<file path="config.mk">
export PLATFORM = sky130hd
export DESIGN_NAME = e2rm_angle
export DESIGN_NICKNAME = d
export VERILOG_FILES = /design/src/rtl/core/e2rm_pkg.sv /design/src/rtl/core/e2rm_angle.sv
export SDC_FILE = /design/constraint.sdc
export NUM_CORES = 1
export LEC_CHECK = 0
export ABC_AREA = 1
export BUFFER_PORTS_ARGS = -buffer_cell sky130_fd_sc_hd__buf_2
export CAP_MARGIN = 20
export CORE_ASPECT_RATIO = 0.9
export CORE_MARGIN = 5
export CORE_UTILIZATION = 40
export CTS_CLUSTER_SIZE = 20
export DETAILED_ROUTE_END_ITERATION = 10
export PLACE_DENSITY = 0.53
export SETUP_SLACK_MARGIN = 0.2
export SKIP_LAST_GASP = 1
export SLEW_MARGIN = 25
export SYNTH_ARGS = -nofsm -noshare
export SYNTH_HDL_FRONTEND = slang
export SYNTH_SLANG_ARGS = --single-unit
</file>
<file path="constraint.sdc">
create_clock -name clk -period 8.4 [get_ports clk]
set_input_delay 0.84 -clock clk [delete_from_list [all_inputs] [get_ports clk]]
set_output_delay 0.84 -clock clk [all_outputs]
set_load 0.01 [all_outputs]
</file>
<file path="src/rtl/core/e2rm_pkg.sv">
// Shared types, constants and the arctangent table for the Euler-to-matrix pipeline.
`default_nettype none
package e2rm_pkg;

	// CORDIC geometry
	localparam int STEPS     = 20;
	localparam int TRIG_BITS = 30;
	localparam int ANG_W     = 26;
	localparam int XY_W      = 33;
	localparam int TRIG_W    = 32;

	// angles in 1/65536 degree
	localparam logic signed [ANG_W-1:0] DEG90  = 26'sd5898240;
	localparam logic signed [ANG_W-1:0] DEG180 = 26'sd11796480;

	// CORDIC start vector length, Q.30
	localparam logic signed [XY_W-1:0] CORDIC_GAIN = 33'sd652032874;

	typedef logic signed [15:0]       ang_in_t;
	typedef logic signed [ANG_W-1:0]  ang_t;
	typedef logic signed [XY_W-1:0]   xy_t;
	typedef logic signed [TRIG_W-1:0] trig_t;
	typedef logic signed [15:0]       elem_t;

	// stage control handed to each pipeline section
	typedef struct packed {
		logic en;
		logic vld;
	} pipe_ctl_t;

	// atan(2^-i) in degrees times 65536
	function automatic ang_t atan_tab(input int unsigned i);
		ang_t v;
		case (i)
			0:       v = 26'sd2949120;
			1:       v = 26'sd1740967;
			2:       v = 26'sd919879;
			3:       v = 26'sd466945;
			4:       v = 26'sd234379;
			5:       v = 26'sd117304;
			6:       v = 26'sd58666;
			7:       v = 26'sd29335;
			8:       v = 26'sd14668;
			9:       v = 26'sd7334;
			10:      v = 26'sd3667;
			11:      v = 26'sd1833;
			12:      v = 26'sd917;
			13:      v = 26'sd458;
			14:      v = 26'sd229;
			15:      v = 26'sd115;
			16:      v = 26'sd57;
			17:      v = 26'sd29;
			18:      v = 26'sd14;
			19:      v = 26'sd7;
			default: v = '0;
		endcase
		return v;
	endfunction

endpackage
`default_nettype wire

</file>
<file path="src/rtl/core/e2rm_angle.sv">
// Angle front end: scale, reduce modulo one turn and fold into [-90, +90] degrees.
`default_nettype none
module e2rm_angle #(
	parameter int ANGLE_FRAC_BITS = 7
) (
	input  wire logic               clk,
	input  wire logic               arst_n,
	input  wire e2rm_pkg::pipe_ctl_t ctl,
	input  wire e2rm_pkg::ang_in_t  raw [3],
	output logic                    vld,
	output e2rm_pkg::ang_t          ang [3],
	output logic                    flip [3]
);
	import e2rm_pkg::*;

	localparam int KMOD  = 360 << ANGLE_FRAC_BITS;
	localparam int KHALF = 180 << ANGLE_FRAC_BITS;
	localparam int SH    = 16 - ANGLE_FRAC_BITS;
	localparam logic [31:0] RECIP = 32'((64'd1 << 32) / KMOD);
	localparam logic signed [45:0] RECIP_S = 46'($signed({1'b0, RECIP[23:0]}));

	logic vld_s1, vld_s2, vld_s3, vld_s4, vld_s5;
	logic signed [20:0] t_s1 [3];
	logic signed [20:0] t_s2 [3];
	logic signed [8:0]  q_s2 [3];
	logic signed [22:0] r_s3 [3];
	logic signed [24:0] a_s4 [3];
	ang_t               a_s5 [3];
	logic               f_s5 [3];

	logic signed [45:0] prod [3];
	logic signed [22:0] rc [3];
	logic signed [31:0] ctr [3];

	// valid bits follow the data
	always_ff @(posedge clk or negedge arst_n) begin
		if (!arst_n) begin
			vld_s1 <= 1'b0;
			vld_s2 <= 1'b0;
			vld_s3 <= 1'b0;
			vld_s4 <= 1'b0;
			vld_s5 <= 1'b0;
		end else if (ctl.en) begin
			vld_s1 <= ctl.vld;
			vld_s2 <= vld_s1;
			vld_s3 <= vld_s2;
			vld_s4 <= vld_s3;
			vld_s5 <= vld_s4;
		end
	end

	// estimate the turn count and correct the remainder
	always_comb begin
		for (int k = 0; k < 3; k++) begin
			prod[k] = 46'(t_s1[k]) * RECIP_S;
			if (r_s3[k] < 0)
				rc[k] = r_s3[k] + 23'(KMOD);
			else if (r_s3[k] >= 23'(KMOD))
				rc[k] = r_s3[k] - 23'(KMOD);
			else
				rc[k] = r_s3[k];
			ctr[k] = 32'(rc[k] - 23'(KHALF)) <<< SH;
		end
	end

	// advance the reduction stages
	always_ff @(posedge clk) begin
		if (ctl.en) begin
			for (int k = 0; k < 3; k++) begin
				t_s1[k] <= 21'(raw[k]) + 21'(KHALF);
				t_s2[k] <= t_s1[k];
				q_s2[k] <= prod[k][40:32];
				r_s3[k] <= 23'(t_s2[k]) - 23'(q_s2[k]) * 23'(KMOD);
				a_s4[k] <= ctr[k][24:0];
				if (26'(a_s4[k]) > DEG90) begin
					a_s5[k] <= 26'(a_s4[k]) - DEG180;
					f_s5[k] <= 1'b1;
				end else if (26'(a_s4[k]) < -DEG90) begin
					a_s5[k] <= 26'(a_s4[k]) + DEG180;
					f_s5[k] <= 1'b1;
				end else begin
					a_s5[k] <= 26'(a_s4[k]);
					f_s5[k] <= 1'b0;
				end
			end
		end
	end

	assign vld  = vld_s5;
	assign ang  = a_s5;
	assign flip = f_s5;

endmodule
`default_nettype wire

</file>
---- Word level (Yosys, flattened, before mapping) ----
Memories as Yosys holds them, arrays and structs flattened.
Cells that the tools add are included.
storage, ports and cells
  register bits after elaboration ......... 86
  output and inout bits ................... 82
  memories ................................ 5
  word-level logic and storage cells ...... 72
  bits in writable memories ............... 270
  bits of input ports ..................... 52
cells by class
  multiply operators ...................... 6
  multiplexer cells ....................... 17
  order comparisons ....................... 12
  $add $sub $neg .......................... 21
memory list
  name  depth  width  read ports  clocked after Yosys merged registers in  write ports  RTL line          text
  r_s3  3      23     3           0                                        3            e2rm_angle.sv:26  logic signed [22:0] r_s3 [3];
  t_s1  3      21     3           0                                        3            e2rm_angle.sv:23  logic signed [20:0] t_s1 [3];
  t_s2  3      21     3           0                                        3            e2rm_angle.sv:24  logic signed [20:0] t_s2 [3];
  a_s4  3      16     3           0                                        3            e2rm_angle.sv:27  logic signed [24:0] a_s4 [3];
  q_s2  3      9      3           0                                        3            e2rm_angle.sv:25  logic signed [8:0] q_s2 [3];
operator list
  cell                      count
  $mux W26                  6
  $mul A21 B17 Y38 const B  3
  $mux W16                  6
  $sub A16 B16 Y16 const B  6
  $add A25 B25 Y26 const B  3
  $sub A25 B25 Y26 const B  3
  $gt A25 B24 Y1 const B    3
  $lt A25 B24 Y1 const B    3
  $ge A23 B17 Y1 const B    3
  $lt A23 B1 Y1 const B     3
  $sub A21 B23 Y23          3
  $add A16 B16 Y17 const B  3
  $add A16 B16 Y16 const B  3
  $mul A9 B7 Y13 const B    3
  $mux W1                   5

---- Depth between registers and ports, before layout ----
Gate-level depths: netlist of run 1.
An unclocked memory read counts as a cell.
  depth after elaboration ................. 5
  depth in mapped cells ................... 23
  gate-level depth less buffers ........... 23

---- Least setup slack after synthesis of run 1 ----
No wires, ideal clock.
  path type ............................... flip-flop to flip-flop
  start ................................... memory t_s1[1][20], in the netlist t_s1[0][41]
  end ..................................... memory q_s2[1][3], in the netlist q_s2[0][12], data pin
  data arrival time ....................... 5.058 ns
  period minus slack after synthesis ...... 5.317 ns
  stages on the path, launching flop included .. 21
  path buffers ............................ 0
  slack ................................... 3.083 ns
  path through ............................ edfxtp_1 > ha_1 > inv_1 > fa_1 > fa_1 > fa_1 > fa_1 > inv_1 > fa_1 > inv_1 > ha_1 > nand2_1 > inv_1 > a21boi_0 > o21ai_0 > a21oi_1 > nor2_1 > nor3_1 > nand2_1 > nand2_1 > nand2_1
RTL lines
  element          RTL line
  start, declared  e2rm_angle.sv:23
  end, declared    e2rm_angle.sv:25

==> impl_metrics.py, run 1 <==
metrics = {
    "run_status": {
        "outcome": "completed",
    },
    "timing": {
        "finalSetupViolCount": 0,
        "holdWs_ps": 98.9,
        "tightestPinTransition_ps": 1010,
        "fin_tns_setup_ps": 0,
        "hold_violations": 0,
        "final-max-slew-violation-count": 0,
        "slew-limit-headroom": 0.324,
        "period_share": 0.647,
        "timing.fmax_mhz": 184,
        "skew_ps": 21.3,
        "rsz0062_at_grt": "false",
        "fin_crit_ps": 5440,
    },
    "worst_setup_path": {
        "reg2reg_slack_ps": 2960,
        "r2r_cells": 18,
        "arrival_ps": 5750,
        "crit_required_ps": 8720,
        "cp-start-kind": "flop",
        "path_max_fanout": 7,
        "crit_type": "reg2reg",
        "critPathCaptureType": "flop",
    },
    "synthesis": {
        "synthArstFlopShare": 0.0167,
        "synth-compound-area-share": 0.0637,
        "synth_xor_area_frac": 0.0416,
        "ys_seq_elements": 299,
        "avgSynthCellArea_um2": 9.99,
        "yosysUniqueCellTypes": 51,
        "synth_top_family_by_area": "adder cells",
        "synth_seq_area_share": 0.291,
        "synth_adder_area_share": 0.407,
        "synthMuxAreaShare": 0.000366,
        "synth_area_um2": 30800,
        "yosysWarnings": 0,
        "syn_inst": 3080,
        "synth_simple_gate_area_frac": 0.0932,
        "synth_ff_type": "edfxtp_1",
        "synth_edf_count": 294,
    },
    "layout": {
        "final-seq-area_um2": 8950,
        "syn2layout_area_growth_pct": 9.53,
        "multi_input_area_um2": 18800,
        "fillCellCount": 7379,
        "nets": 4090,
        "drive_gt1_frac": 0.0634,
    },
    "clock_tree": {
        "clk_latency_ps": 570,
        "ctsResizeCount": 0,
        "clk_pin_slew_ps": 60,
        "postCtsSetupRepairBufs": 0,
        "cts.sinks": 299,
        "cts_tree": "built",
        "cts_max_level": 2,
        "ctsRootBufferMaster": "clkbuf_16",
        "cts_buffer_depth": 3,
        "ctsHoldBuffers": 0,
        "cts_made_buffers": 36,
    },
    "global_route": {
        "grtUsageTotal": 0.164,
        "grt-ovfl-total": 0,
        "grt_max_degree": 163,
        "grt_pass1_vias": 20500,
        "antenna_found_initial": 2,
        "grt_pass1_wl_um": 109000,
    },
    "floorplan": {
        "coreArea_um2": 76300,
        "die_width_um": 302,
        "die_area_um2": 82600,
        "start_util": 0.404,
        "rows": 96,
        "die_height_um": 273,
        "io_pins": 134,
    },
    "routing": {
        "wl_um": 66300,
        "num_vias": 20000,
        "drt-initial-drc-count": 952,
        "drcViolationCount": 0,
        "avgRoutedWirePerCell_um": 15.5,
        "postRouteAntennaNets": 0,
        "dr.pass1.iters": 5,
        "vias_per_cell": 4.66,
    },
    "placed_design": {
        "dpl.hpwl_um": 55900,
        "gp_congestion": 0.872,
        "numPortBuffers": 106,
    },
    "run": {
        "max-cap-violations": 0,
    },
    "hold_path": {
        "hold_path.class": "in2async",
    },
}
[layer usage]
| layer | share of wire | vias up | track usage |
|---|---|---|---|
| met5 | 0 | - | 0 |
| met4 | 0.017 | 0 | 0.0309 |
| met3 | 0.048 | 63 | 0.0269 |
| met2 | 0.42 | 311 | 0.249 |
| met1 | 0.51 | 9404 | 0.251 |
| li1 | - | 10200 | - |
[final cells by class]
class | instances | area share
clock buffer | 42 | 0.0274
inverter | 785 | 0.0874
sequential | 299 | 0.266
timing repair buffer | 111 | 0.0175
tap | 1029 | 0.0382
multi-input combinational | 1991 | 0.556
clock inverter | 22 | 0.00739
antenna | 2 | 0.000148
[cells by family after synthesis]
kind of cell	after synthesis
other	1
buffers and inverters	816
adders and majority gates	814
and+or+nand+nor	665
DFF	299
AOI/OAI and AO/OA	342
muxes	1
xor gates and xnor gates	142
[through the flow]
stage,instances,setup WS [ps],cell area (um2),utilization
4_1_cts,4279,2950,33700,0.442
3_3_place_gp,4215,2990,32500,0.427
6_report,4281,2960,33700,0.442
5_1_grt,4279,2640,33700,0.442
3_5_place_dp,4215,2990,32500,0.427
2_1_floorplan,3106,3080,30900,-
[final timing paths]
kind,start,endpoint
max,t_s1[0][7],q_s2[0][0]
min,arst_n,vld
max reg2reg,t_s1[0][7],q_s2[0][0]
min reg2reg,t_s2[0][46],r_s3[0][50]
max in group asynchronous,arst_n,vld_s4
min in group clk,t_s2[0][46],r_s3[0][50]
[registers in the layout, summed over array words and instances, names as in the netlist, 3 cells and up]
| signal | count |
|---|---|
| r_s3 | 69 |
| ang | 51 |
| t_s1 | 51 |
| t_s2 | 51 |
| a_s4 | 48 |
| q_s2 | 21 |
| flip | 3 |
[cell usage in the layout, fill, tap and decap left out, types with 5 or more instances in the layout]
cell type and count:
o21bai_1 6, clkbuf_16 36, a21o_1 17, fa_1 313
ha_1 501, clkbuf_1 6, nand2_2 12, dfrtp_1 5
nand3b_1 7, clkinv_2 6, nand2_1 333, o22ai_1 14
or2_2 5, xor2_1 97, conb_1 27, nor2_1 146
nor3_1 30, o2111ai_1 8, buf_2 105, a21oi_1 162
nor4_1 16, xnor2_1 40, nand4_1 25, inv_1 778
inv_2 5, clkinv_1 6, o21ai_0 89, nand3_1 78
edfxtp_1 294, a31oi_1 5, o211ai_1 17
[synthesized netlist by cell type, types with 4 or more instances]
master / number / area share
o2111ai_1: 8 / 0.0023
xnor2_1: 40 / 0.011
fa_1: 313 / 0.20
o21a_1: 4 / 0.00098
nand3_2: 4 / 0.0013
nor3_1: 30 / 0.0049
xor2_1: 97 / 0.028
nand2_1: 333 / 0.041
inv_2: 5 / 0.00061
nor4_1: 16 / 0.0033
o221ai_1: 4 / 0.0011
ha_1: 501 / 0.20
o21bai_1: 6 / 0.0015
dfrtp_1: 5 / 0.0041
or2_2: 5 / 0.0010
nand2_2: 12 / 0.0024
o211ai_1: 17 / 0.0041
nand3_1: 78 / 0.013
o21ai_0: 89 / 0.014
a31oi_1: 5 / 0.0010
inv_1: 778 / 0.095
a21o_1: 17 / 0.0041
a21oi_1: 162 / 0.026
edfxtp_1: 294 / 0.29
a221oi_1: 4 / 0.0011
buf_4: 27 / 0.0066
nand3b_1: 7 / 0.0017
o22ai_1: 14 / 0.0028
nor2_1: 146 / 0.018
nand4_1: 25 / 0.0051
[critical path, stage by stage (launching register included)]
cell and delay [ps]:
edfxtp_1 530, ha_1 430, fa_1 560, inv_1 50
fa_1 490, inv_1 70, fa_1 520, fa_1 550
inv_1 60, fa_1 530, inv_1 40, ha_1 350
a21o_1 240, a21oi_1 130, o21ai_0 110, a221oi_1 360
nand2_1 90, nand2_1 70, nand2_1 40
Power of run 1 is left out: the tool's default activity adds up to more than one toggle a clock period on the data nets, which glitch-free logic cannot reach.
==> run 2: changes to the inputs <==
==> constraint.sdc (replaced) <==
create_clock -name clk -period 5.5 [get_ports clk]
set_input_delay 0.55 -clock clk [delete_from_list [all_inputs] [get_ports clk]]
set_output_delay 0.55 -clock clk [all_outputs]
set_load 0.01 [all_outputs]
==> run 2 against run 1 <==
Against the previous run: critical path type unchanged; design area increased by 2.8%; register-to-register slack got worse by 2600 ps; worst setup slack got worse by 2600 ps.
==> impl_metrics.py, run 2 (synthesized netlist as in run 1, its figures left out) <==
metrics = {
    "run_status": {
        "outcome": "completed",
    },
    "worst_setup_path": {
        "crit_required_ps": 5790,
        "path_max_fanout": 4,
        "crit_type": "reg2reg",
        "r2r_cells": 17,
        "arrival_ps": 5420,
        "critPathCaptureType": "flop",
        "r2r_end": "q_s2[0][1]",
        "timing.rr.start": "t_s1[0][13]",
        "cp-start-kind": "flop",
        "reg2reg_slack_ps": 370,
    },
    "routing": {
        "dr.pass1.iters": 5,
        "postRouteAntennaNets": 0,
        "num_vias": 20300,
        "drcViolationCount": 0,
        "drt-initial-drc-count": 870,
        "avgRoutedWirePerCell_um": 15.2,
        "wl_um": 66300,
        "vias_per_cell": 4.66,
    },
    "layout": {
        "fin_area_um2": 34600,
        "nets": 4170,
        "syn2layout_area_growth_pct": 12.6,
        "final_common_cell": "inv_1",
        "layout_common_cells": "775 x inv_1, 476 x ha_1, 330 x nand2_1",
        "drive_gt1_frac": 0.102,
        "antenna_cells": 0,
        "largest_register_ff_count": 69,
        "fin_util": 0.454,
        "top_register": "r_s3",
    },
    "clock_tree": {
        "cts_tree": "built",
        "cts_max_level": 2,
        "cts.sinks": 299,
        "clk_pin_slew_ps": 60,
        "cts_made_buffers": 37,
        "ctsRootBufferMaster": "clkbuf_16",
        "clk_latency_ps": 570,
        "cts_buffer_depth": 3,
    },
    "global_route": {
        "use_met2": 0.249,
        "grt_pass1_wl_um": 108000,
        "grt_max_degree": 128,
        "antenna_found_initial": 3,
        "grt_use_met1": 0.250,
        "grt_busiest_layer": "met1",
        "grt_pass1_vias": 20500,
        "grtUsageTotal": 0.163,
        "grt-ovfl-total": 0,
        "use_met3": 0.0207,
    },
    "placed_design": {
        "dpl_cell_area_um2": 32700,
        "numPortBuffers": 106,
        "dpl.hpwl_um": 55600,
        "gp_congestion": 0.864,
    },
    "timing": {
        "final-max-slew-violation-count": 0,
        "fin_tns_setup_ps": 0,
        "tightestPinTransition_ps": 817,
        "rsz0062_at_grt": "true",
        "timing.fmax_mhz": 195,
        "slew-limit-headroom": 0.451,
        "holdWs_ps": 161,
        "period_share": 0.933,
        "skew_ps": 26.6,
        "hold_violations": 0,
        "fin_crit_ps": 5130,
        "finalSetupViolCount": 0,
    },
    "hold_path": {
        "min_to": "t_s1[0][26]",
        "min_path_cells": 1,
        "hold_path.class": "in2reg",
        "min_from": "raw[21]",
    },
    "floorplan": {
        "coreArea_um2": 76300,
        "rows": 96,
        "start_util": 0.404,
        "io_pins": 134,
        "die_area_um2": 82600,
        "die_height_um": 273,
        "die_width_um": 302,
    },
    "run": {
        "max-cap-violations": 0,
    },
}
run 2: cell types whose count changed in the layout (fill, tap and decap cells not counted), moves of 4 or more:
cell | previous run | this run
a21oi_1 | 162 | 155
nor2_1 | 146 | 142
a21oi_2 | 1 | 8
ha_4 | 0 | 17
ha_2 | 0 | 8
ha_1 | 501 | 476
buf_4 | 4 | 81
nor2_2 | 2 | 6
run 2: timing repair:
| item | 4_1_cts | 5_1_grt |
|---|---|---|
| hold buffers | 1 | 0 |
| gates resized for setup | 0 | 58 |
| pin swaps | 0 | 14 |
| endpoints found under the setup margin | 1 | 19 |
| endpoints found under the hold margin | 5 | 0 |
| buffers inserted | 2 | 50 |
run 2: worst max-delay path by stage:
stage | from | end | slack (ps) | depth (start not counted)
after floorplan | t_s1[0][41] | q_s2[0][12] | 230 | 20
after global placement | t_s1[0][34] | q_s2[0][12] | 220 | 18
after detailed placement | t_s1[0][13] | q_s2[0][3] | 210 | 18
after CTS | t_s1[0][34] | q_s2[0][12] | 200 | 18
after global routing | t_s1[0][7] | q_s2[0][3] | 170 | 20
final | t_s1[0][13] | q_s2[0][1] | 370 | 17
run 2: worst max-delay path, stage by stage, from the launching register on:
cell and delay [ps]:
edfxtp_1 500, ha_2 360, fa_1 570, fa_1 440, fa_1 520, fa_1 540
inv_1 50, fa_1 530, inv_1 40, ha_1 330, nand2_1 80, nand2_1 90
a21oi_1 120, and2_1 170, a21oi_1 80, nor4_1 180, nand2_1 120, xor2_1 160
run 2: cell type report:
type / instances / area (um2)
fill: 7372 / 41600
multi-input combinational: 1991 / 19100
sequential: 299 / 8950
inverter: 785 / 2950
tap: 1029 / 1290
timing repair buffer: 190 / 1200
clock buffer: 40 / 937
clock inverter: 24 / 235
run 2: through the flow:
stage	setup WS, ps	std cells
detailed placement	206	4241
global placement	216	4241
finish	371	4358
CTS	201	4308
floorplan	233	3106
global route	173	4358
run 2: layer usage:
layer,up-vias,part of all wire
li1,10300,-
met1,9605,0.51
met2,312,0.43
met3,65,0.040
met4,2,0.015
met5,-,0.00018
Power of run 2 is left out for the same reason.
